==> src/sv/assert_macros.svh <==
// Assertion macros shared by the RTL files.
// Expects aclk and aresetn in the scope of use.
`ifndef ASSERT_MACROS_SVH
`define ASSERT_MACROS_SVH

// same-cycle implication
`define ASSERT_SAME(label, ante, cons, msg) \
    label: assert property (@(posedge aclk) disable iff (!aresetn) (ante) |-> (cons)) \
        else $error(msg);

// next-cycle implication
`define ASSERT_NEXT(label, ante, cons, msg) \
    label: assert property (@(posedge aclk) disable iff (!aresetn) (ante) |=> (cons)) \
        else $error(msg);

`endif

==> src/sv/mac_cpu_pkg.sv <==
// Package for the microcoded accumulator CPU: widths, opcodes, controller
// states, command/status structs and the memory address fold. No dependencies.
package mac_cpu_pkg;

    localparam int unsigned MEM_WORDS_DEF   = 4096;
    localparam int unsigned SCREEN_SIDE_DEF = 64;
    localparam int unsigned ADDR_W          = 12;
    localparam int unsigned DATA_W          = 16;
    localparam int unsigned COORD_W         = 6;

    typedef enum logic [3:0] {
        OP_NOP   = 4'd0,
        OP_LODA  = 4'd1,
        OP_LODB  = 4'd2,
        OP_ADD   = 4'd3,
        OP_SUB   = 4'd4,
        OP_OUT   = 4'd5,
        OP_JMP   = 4'd6,
        OP_STA   = 4'd7,
        OP_LDI   = 4'd8,
        OP_JMPZ  = 4'd9,
        OP_JMPC  = 4'd10,
        OP_HLT   = 4'd11,
        OP_LDAIN = 4'd12
    } op_t;

    typedef enum logic [2:0] {
        ST_CLEAR,
        ST_IDLE,
        ST_WRITE,
        ST_FETCH,
        ST_DECODE,
        ST_EXEC,
        ST_DONE
    } state_t;

    typedef struct packed {
        logic capture;
        logic clr_write;
        logic load_write;
        logic fetch;
        logic decode;
        logic execute;
        logic out_load;
    } cmd_t;

    typedef struct packed {
        logic halted;
        logic clear_last;
    } status_t;

    // addr mod words for words >= 256: four restoring subtract steps
    function automatic logic [ADDR_W-1:0] mod_words(input logic [ADDR_W-1:0] addr,
                                                    input int unsigned words);
        logic [16:0] r;
        logic [16:0] m;
        r = {5'b0, addr};
        for (int i = 3; i >= 0; i--) begin
            m = 17'(words << i);
            if (r >= m) begin
                r = r - m;
            end
        end
        return r[ADDR_W-1:0];
    endfunction

endpackage

==> src/sv/mac_cpu_ctrl.sv <==
// Sequencer for the microcoded accumulator CPU: state machine, handshakes.
// Depends on mac_cpu_pkg and assert_macros.svh.
`include "assert_macros.svh"

module mac_cpu_ctrl (
    input  logic                 aclk,
    input  logic                 aresetn,
    input  logic                 s_valid,
    input  logic                 s_action,
    output logic                 s_ready,
    output logic                 m_valid,
    input  logic                 m_ready,
    input  mac_cpu_pkg::status_t status,
    output mac_cpu_pkg::cmd_t    cmd
);
    import mac_cpu_pkg::*;

    state_t state_reg, state_next;
    logic   m_valid_reg, m_valid_next;

    always_ff @(posedge aclk) begin
        if (!aresetn) begin
            state_reg   <= ST_CLEAR;
            m_valid_reg <= 1'b0;
        end else begin
            state_reg   <= state_next;
            m_valid_reg <= m_valid_next;
        end
    end

    always_comb begin
        state_next = state_reg;
        cmd        = '0;
        s_ready    = 1'b0;
        unique case (state_reg)
            ST_CLEAR: begin
                cmd.clr_write = 1'b1;
                if (status.clear_last) begin
                    state_next = ST_IDLE;
                end
            end
            ST_IDLE: begin
                s_ready = 1'b1;
                if (s_valid) begin
                    cmd.capture = 1'b1;
                    if (!s_action) begin
                        state_next = ST_WRITE;
                    end else if (status.halted) begin
                        state_next = ST_DONE;
                    end else begin
                        state_next = ST_FETCH;
                    end
                end
            end
            ST_WRITE: begin
                cmd.load_write = 1'b1;
                state_next     = ST_DONE;
            end
            ST_FETCH: begin
                cmd.fetch  = 1'b1;
                state_next = ST_DECODE;
            end
            ST_DECODE: begin
                cmd.decode = 1'b1;
                state_next = ST_EXEC;
            end
            ST_EXEC: begin
                cmd.execute = 1'b1;
                state_next  = ST_DONE;
            end
            ST_DONE: begin
                if (!m_valid_reg || m_ready) begin
                    cmd.out_load = 1'b1;
                    state_next   = ST_IDLE;
                end
            end
            default: begin
                state_next = ST_IDLE;
            end
        endcase
    end

    always_comb begin
        if (cmd.out_load) begin
            m_valid_next = 1'b1;
        end else if (m_ready) begin
            m_valid_next = 1'b0;
        end else begin
            m_valid_next = m_valid_reg;
        end
    end

    assign m_valid = m_valid_reg;

    `ASSERT_NEXT(a_load_shows, cmd.out_load, m_valid_reg, "result beat not presented")
    `ASSERT_NEXT(a_step_fetch, s_valid && s_ready && s_action && !status.halted,
                 state_reg == ST_FETCH, "running step did not fetch")
    `ASSERT_NEXT(a_exec_done, state_reg == ST_EXEC, state_reg == ST_DONE,
                 "execute not followed by completion")
    `ASSERT_NEXT(a_done_holds, state_reg == ST_DONE && m_valid_reg && !m_ready,
                 state_reg == ST_DONE, "result overwritten while stalled")

endmodule

==> config.mk <==
export PLATFORM = sky130hd
export DESIGN_NAME = mac_cpu_ctrl
export DESIGN_NICKNAME = d
export VERILOG_FILES = /design/src/sv/mac_cpu_pkg.sv /design/src/sv/mac_cpu_ctrl.sv
export VERILOG_INCLUDE_DIRS = /design/src /design/src/sv
export SDC_FILE = /design/constraint.sdc
export NUM_CORES = 1
export LEC_CHECK = 0
export BUFFER_PORTS_ARGS = -buffer_cell sky130_fd_sc_hd__buf_2
export CORE_AREA = 2 2 39 41
export DETAILED_ROUTE_END_ITERATION = 16
export DIE_AREA = 0 0 41 43
export PLACE_DENSITY = 0.56
export SLEW_MARGIN = 20
export SYNTH_ARGS = -nofsm -noshare
export SYNTH_HDL_FRONTEND = slang
export SYNTH_SLANG_ARGS = --single-unit
==> constraint.sdc <==
create_clock -name aclk -period 1.4 [get_ports aclk]
set_clock_uncertainty 0.1 [all_clocks]
set_input_delay 0.07 -clock aclk [delete_from_list [all_inputs] [get_ports aclk]]
set_output_delay 0.07 -clock aclk [all_outputs]
set_load 0.005 [all_outputs]
Yosys cells after proc, flatten, opt, wreduce, memory -nomap -nowiden
Index checks and enable logic that the tools add are counted.
{"block": "word_totals", "regBits": 4, "out_inout_bits": 9, "word_cells": 35}
{"block": "op_classes", "eq_ne": 9, "muxes": 18, "reduce_logical": 6}
{"cell": "$pmux W3 S6", "count": 1}
{"cell": "$mux W3", "count": 5}
{"cell": "$mux W1", "count": 12}
{"cell": "$eq A3 B3 Y1 const B", "count": 3}
{"cell": "$eq A3 B2 Y1 const B", "count": 2}
{"cell": "$ne A2 B2 Y1 const B", "count": 3}
{"cell": "$eq A3 B1 Y1 const B", "count": 1}
{"cell": "$logic_not A3 Y1", "count": 1}
{"cell": "$reduce_and A3 Y1", "count": 1}
{"cell": "$reduce_bool A2 Y1", "count": 1}
{"cell": "$reduce_or A2 Y1", "count": 1}
{"cell": "$logic_not A1 Y1", "count": 1}
{"cell": "$logic_or A1 B1 Y1", "count": 1}

Logic depth before layout (Yosys ltp)
Gate-level depths: netlist (run 1).
{"block": "logic_depth", "ltp_word": 5, "ltp_mapped": 4, "mapped_depth_nobuf": 3}

Least setup slack after synthesis (run 1)
No wires, ideal clock.
{"block": "synth_path", "path_kind": "register to output", "startpoint": "register state_reg[1]", "endpoint": "output port cmd[6] in the netlist's numbering", "arrival_time_ns": 0.838, "required_ns": 1.230, "setup_slack_ns": 0.392, "path_stages_with_launch": 4, "path_cell_list": "dfxtp_1 -> buf_6 -> nor3b_4 -> and2_2"}
{"item": "start: declaration", "line": "mac_cpu_ctrl.sv:18", "rtl": "state_t state_reg, state_next;"}
{"item": "start signal: assignment", "line": "mac_cpu_ctrl.sv:26", "rtl": "state_reg <= state_next;"}
{"item": "end: declaration", "line": "mac_cpu_ctrl.sv:14", "rtl": "output mac_cpu_pkg::cmd_t cmd"}

==> results.md, run 1 <==
- GRT Max-Usage Layer: met2
- Crit. Startpoint: state_reg[0]
- Clock root buffer: clkbuf_4
- Clk slew on worst S/H paths: 0.04 ns
- H-tree levels: 1
- Max-cap check violation count: 0
- Worst-skew pair later-pin latency: approximately 0.23 ns
- Gate Count Post-Synth: 34
- Synth Register Bits: 4
- Met2 Use GR: 12.81%
- Setup crit end: cmd[6]
- Reg-to-reg startpoint: state_reg[1]
- Post-DRT Antenna Nets: 0
- Initial DRC count: 5
- Synth top area share: 26.23%
- Class of the worst hold path: input pin to flip-flop
- GR Util met1: 10.26%
- Worst path slowest cell: dfxtp_2
- Worst path depth: 3
- CTS tree: done
- Row count: 14
- Pwr Total: 0.3960 mW
- Met3 global-route usage: 7.853%
- Worst-case clock buffer depth: 2
- Synth Area in Simple Gates: 39.34%
- Post-CTS setup buffer count: 0
- Post-synthesis sequential area ratio: 26.23%
- CP required: 1.23 ns
- Outcome: finished clean
- Main combinational cell family by area after synthesis: simple AND/OR/NAND/NOR gates
- Worst hold path depth: 3
- Family with the most delay on the worst path: simple AND/OR/NAND/NOR gates
- CTS Sinks: 4
- Die Width: 41 µm
- Antenna diodes: 0
- WL per Instance: 9.470 µm
- Startpoint type of the worst setup path: flip-flop
- R2R Setup Slk: about 0.31 ns
- Vias in the first global route: approximately 260
- Avg Inst Size Synth: 8.979 µm²
- R2R Path End: state_reg[0]
- DR vias: 295
- Cts bufs inserted: 3
- Post-synthesis compound-gate area fraction: between 20% and 30%
- Synthesized area: 305.3 µm²
- Starting Density: 22.06%
- Io pins: 16
- Slew Limit Fails: 0
- Unique cell type count in the Yosys netlist: 23
- Drt pass-1 iters: 4
- Total Routing Usage GR: a little under a tenth
- Die Span Y: 43 µm
- Post-layout instance area: between 400 and 500 µm²
- Synth area leaders: dfxtp_1, buf_6, nor3b_1
- Max FO, Critical Path: 8
- Share of layout cells above drive strength 1: 56.00%
- Final min period: between 1 and 1.5 ns
- Die area: 0.001763 mm²
- First-pass GRT wire length: ~1100 µm
- Worst Path Arrival: 1.11 ns
- Post-layout util: 29.39%
- Largest register FFs: 3
- Reg2Reg Depth: 3
- Net Count, Synth: 41
- Fmax: 781.2 MHz
- Fin crit share: approximately nine tenths
- RSZ-0062 raised after global routing: false
- Adder-cell area share of the yosys netlist: 0%
- Largest net degree at the start of global routing: 13
- Slew HR: ~85%
- CP peak stage delay: 0.38 ns
- Layout area overhead: 33.20%
- Vias per inst: 4.470
- Final hold vios: 0
- Max IR drop VDD: 0.4048 mV
- Critical Path End Type: output port
- Post-DP HPWL: 479.7 µm
- GPL Wtd Cong: between 0.5 and 0.6
- Synth warnings: 0
- Setup Total Neg Slack: 0 ns
- # DRC: 0
- Setup-failing EPs final: 0
- Power density cells: 973.7 mW/mm²
- Grt total ovfl: 0
- Port bufs: 15
- Yosys top cell by area: dfxtp_1
- Synth Area in XOR/XNOR: 0%
- Core area: 0.001384 mm²
- Mux cell area share after synthesis: 0%
- Critical path class: flip-flop to output port
- Post-Route WL: 625 µm
- Leakage: 0.1935 nW
- Worst-Margin Slew: between 0.2 and 0.25 ns
- Initial antenna violation count: 0
- Placed inst area: around 370 µm²
- Fin Hold WS: 0.07353 ns
- Buffers plus inverters on the worst setup path: 1
- Number of nets in the layout: 59
- Crit-path cells: nor3b_4 -> and2_2 -> buf_2
## logic make-up (layout without fill, tap and decap cells)
kind of cell,Yosys count,count (layout)
AOI/OAI and AO/OA,10,10
buffers and inverters,5,21
DFF,4,4
and+or+nand+nor,15,15
## worst reg2reg max path, stage by stage, from the launching register on
cell and delay (ns):
dfxtp_2 0.44, and2b_2 0.24, o22ai_1 0.11, a21oi_1 0.08
## power breakdown
part	total, mW	internal, mW	switching [mW]
sequential	0.156	0.128	0.0283
combinational	0.0946	0.0582	0.0364
clock	0.145	0.0960	0.0492
total	0.396	0.282	0.114
## Yosys cell counts (all sizes together)
library cell / n
inv: 2
o211ai: 1
nand2b: 2
nor3b: 4
nor2b: 1
o22ai: 1
and2: 1
and4: 1
dfxtp: 4
nor3: 1
a21oi: 2
o21a: 1
and2b: 2
a21boi: 1
o21ai: 3
nand3: 1
nor2: 2
buf: 3
o311a: 1
## repair_timing
action / CTS / global route
endpoints found under the setup margin: 0 / 6
endpoints found under the hold margin: 2 / 0
gates resized for setup: 0 / 3
hold buffers: 1 / 0
## per-layer routing
layer  up-vias  share of wire (%)
met1       135                 41
met3         0                8.0
met2         8                 51
met4         0                  0
li1        152                  -
met5         -                  0
## worst min path at each step
stage,startpoint,endpoint,slack (ns)
5_1_grt,m_ready,m_valid,0.10
4_1_cts,m_ready,m_valid,0.07
2_1_floorplan,aresetn,state_reg[1],0.09
6_report,m_ready,m_valid,0.07
3_3_place_gp,aresetn,state_reg[1],0.22
3_5_place_dp,aresetn,state_reg[1],0.23
## through the flow
| stage | cells | setup WS [ns] |
|---|---|---|
| 6_report | 66 | 0.1199 |
| 5_1_grt | 66 | 0.05063 |
| 4_1_cts | 66 | 0.01111 |
| 3_5_place_dp | 62 | 0.1750 |
| 3_3_place_gp | 62 | 0.1982 |
| 2_1_floorplan | 34 | 0.3919 |
## final cells by class
| cell class | count | area [µm²] |
|---|---|---|
| clock buffer | 3 | 22.52 |
| fill | 156 | 977.2 |
| tap | 16 | 20.02 |
| multi-input combinational | 25 | 187.7 |
| inverter | 2 | 7.507 |
| timing repair buffer | 16 | 85.08 |
| sequential | 4 | 83.83 |
## layout by cell type (no fill, tap or decap)
master,n
dfxtp_1,1
nor2_1,2
dfxtp_2,3
and2_2,1
buf_2,15
clkbuf_4,3
nor3b_4,1
o311a_1,1
a21boi_0,1
dlygate4sd3_1,1
o22ai_1,1
nor3b_1,3
inv_1,2
nand2b_4,1
nor3_1,1
o21ai_2,1
o21a_1,1
and2b_2,2
nand3_1,1
o21ai_0,2
a21oi_1,2
and4_2,1
o211ai_1,1
nand2b_1,1
nor2b_1,1
Note: power is estimated with default switching activity, not from simulation.
==> inputs of run 2 (changes only) <==
Settings changed: HOLD_SLACK_MARGIN set to 0.12, PLACE_DENSITY 0.56 to 0.51.
==> run 2 against run 1 <==
  * Power is 1.6% higher
  * Clock-buffer cell count unchanged
  * Via count down 1.0%
  * Largest power group unchanged
  * Die area did not move
  * Critical endpoint unchanged
  * Setup slack got worse by 0.0053 ns
  * Global-route usage grew 0.70 points
  * Non-clock buffer count rose by 2
  * Design area increased by 4.9%
  * Sequential power hardly changed
  * First-iteration DRC count down 100%
  * Maximum frequency down 0.41%
==> results.md, run 2 (same netlist as run 1, synthesis figures left out) <==
- Max-cap check violation count: 0
- Core area: roughly 0.0014 mm²
- Max IR drop VDD: 0.6396 mV
- Die area: 0.001763 mm²
- Most frequent cells in the layout: buf_2, nor3b_1, clkbuf_4, dlygate4sd3_1, dfxtp_2
- Worst hold path depth: 4
- Grt total ovfl: 0
- H-tree levels: 1
- Post-layout instance area: 426.7 µm²
- CTS Sinks: 4
- Largest net degree at the start of global routing: 13
- DR vias: 292
- Family with the most delay on the worst path: flip-flops
- Worst-case clock buffer depth: 2
- Post-DP HPWL: 470.8 µm
- Io pins: 16
- Leakage: 0.2018 nW
- Post-Layout Cell Count: 68
- Slew Limit Fails: 0
- GPL Wtd Cong: 0.6084
- Startpoint type of the worst setup path: flip-flop
- DP Worst Slack: approximately 0.17 ns
- Buffers plus inverters on the worst setup path: 1
- Hold worst-path end: state_reg[0]
- Worst-skew pair later-pin latency: 0.24 ns
- Hold Path Origin: s_action
- Class of the worst hold path: input pin to flip-flop
- DP Cell Count: between 60 and 70
- Die Width: 41 µm
- Post-CTS setup buffer count: 0
- Die Span Y: 43 µm
- Setup Total Neg Slack: 0 ns
- Pwr Total: 0.4023 mW
- Critical Path End Type: output port
- Critical path class: flip-flop to output port
- Final min period: between 1 and 1.5 ns
- Reg2Reg Depth: 3
- RSZ-0062 raised after global routing: false
- First-pass GRT wire length: 1159 µm
- Number of nets in the layout: 61
- Initial DRC count: 0
- CP peak stage delay: 0.39 ns
- Post-Route WL: 618 µm
- Total Routing Usage GR: between 10% and 20%
- Clk slew on worst S/H paths: 0.04 ns
- Fin crit share: 91.82%
- Crit-path cells: nor3b_4 -> and2_2 -> buf_2
- Cts bufs inserted: 3
- Vias per inst: 4.294
- Worst path slowest cell: dfxtp_2
- Power density cells: 942.8 mW/mm²
- Share of layout cells above drive strength 1: 53.85%
- Layout area overhead: 39.75%
- CP required: around 1.2 ns
- Fin worst setup slack: 0.1146 ns
- Final hold vios: 0
- Antenna diodes: 0
- Initial antenna violation count: 0
- Starting Density: between 20% and 30%
- Commonest non-fill, non-tap cell in the layout: buf_2
- CTS tree: done
- WL per Instance: 9.088 µm
- Vias in the first global route: 280
- Fmax: 778.0 MHz
- Worst-Margin Slew: 0.2236 ns
- Worst Path Arrival: around 1.1 ns
- Slew HR: 85.10%
- Reg-to-reg startpoint: state_reg[1]
- Placed inst area: about 370 µm²
- # DRC: 0
- Drt pass-1 iters: 1
- Filler cells: 156
- R2R Path End: state_reg[0]
- Setup-failing EPs final: 0
- Post-DRT Antenna Nets: 0
- Row count: 14
- Clock root buffer: clkbuf_4
- Port bufs: 15
- R2R Setup Slk: 0.31 ns
- Max FO, Critical Path: 8
- Largest register FFs: 3
- Outcome: finished clean
## run 2: through the flow
stage          hold slack [ns]  utilization, %
2_1_floorplan          0.08752               -
6_report                0.1505           30.83
3_5_place_dp            0.2370           26.76
5_1_grt                 0.1663           30.83
4_1_cts                 0.1544           30.56
3_3_place_gp            0.2235           26.76
## run 2: tightest hold or removal path: cells and delay by family
| kind | cells | cell delay [ns] |
|---|---|---|
| AND/OR/NAND/NOR | 1 | 0.14 |
| buffers and inverters | 1 | 0.08 |
| AO/OA/AOI/OAI | 2 | 0.16 |
## run 2: how the worst max path moves through the flow
stage,cells past startpoint,endpoint,start,slack [ns]
after floorplan,3,cmd[6],state_reg[1],0.39
after global placement,3,state_reg[0],state_reg[1],0.20
after detailed placement,3,state_reg[0],state_reg[1],0.17
after CTS,3,cmd[6],state_reg[0],0.002
after global routing,3,cmd[6],state_reg[0],0.04
final,3,cmd[6],state_reg[0],0.11
## run 2: cell type report
cell class	instances	area (µm²)	share of cell area (%)
multi-input cells	25	187.7	43.99
well taps	16	20.02	4.692
flip-flops and latches	4	83.83	19.65
inverters	2	7.507	1.760
clock buffers	3	22.52	5.279
repair buffers	18	105.1	24.63
## run 2: what timing repair did
action,4_1_cts,5_1_grt
gates resized for setup,0,3
endpoints found under the setup margin,0,6
hold buffers,3,0
hold endpoints to repair,4,0
## run 2: report_power, final
part | internal (mW) | switching [mW] | total, mW | leakage (nW)
clock | 0.0962 | 0.0510 | 0.147 | 0.0138
combinational | 0.0618 | 0.0367 | 0.0985 | 0.154
sequential | 0.128 | 0.0287 | 0.157 | 0.0339
## run 2: per-layer routing
metal | routed length (µm) | share of wire (%) | global-route usage, % | vias to the layer above
li1 | - | - | - | 159
met1 | 240 | 39 | 11.86 | 128
met2 | 337 | 55 | 13.44 | 5
met3 | 40 | 6.5 | 9.424 | 0
met4 | 0 | 0 | 2.000 | 0
met5 | 0 | 0 | 0 | -
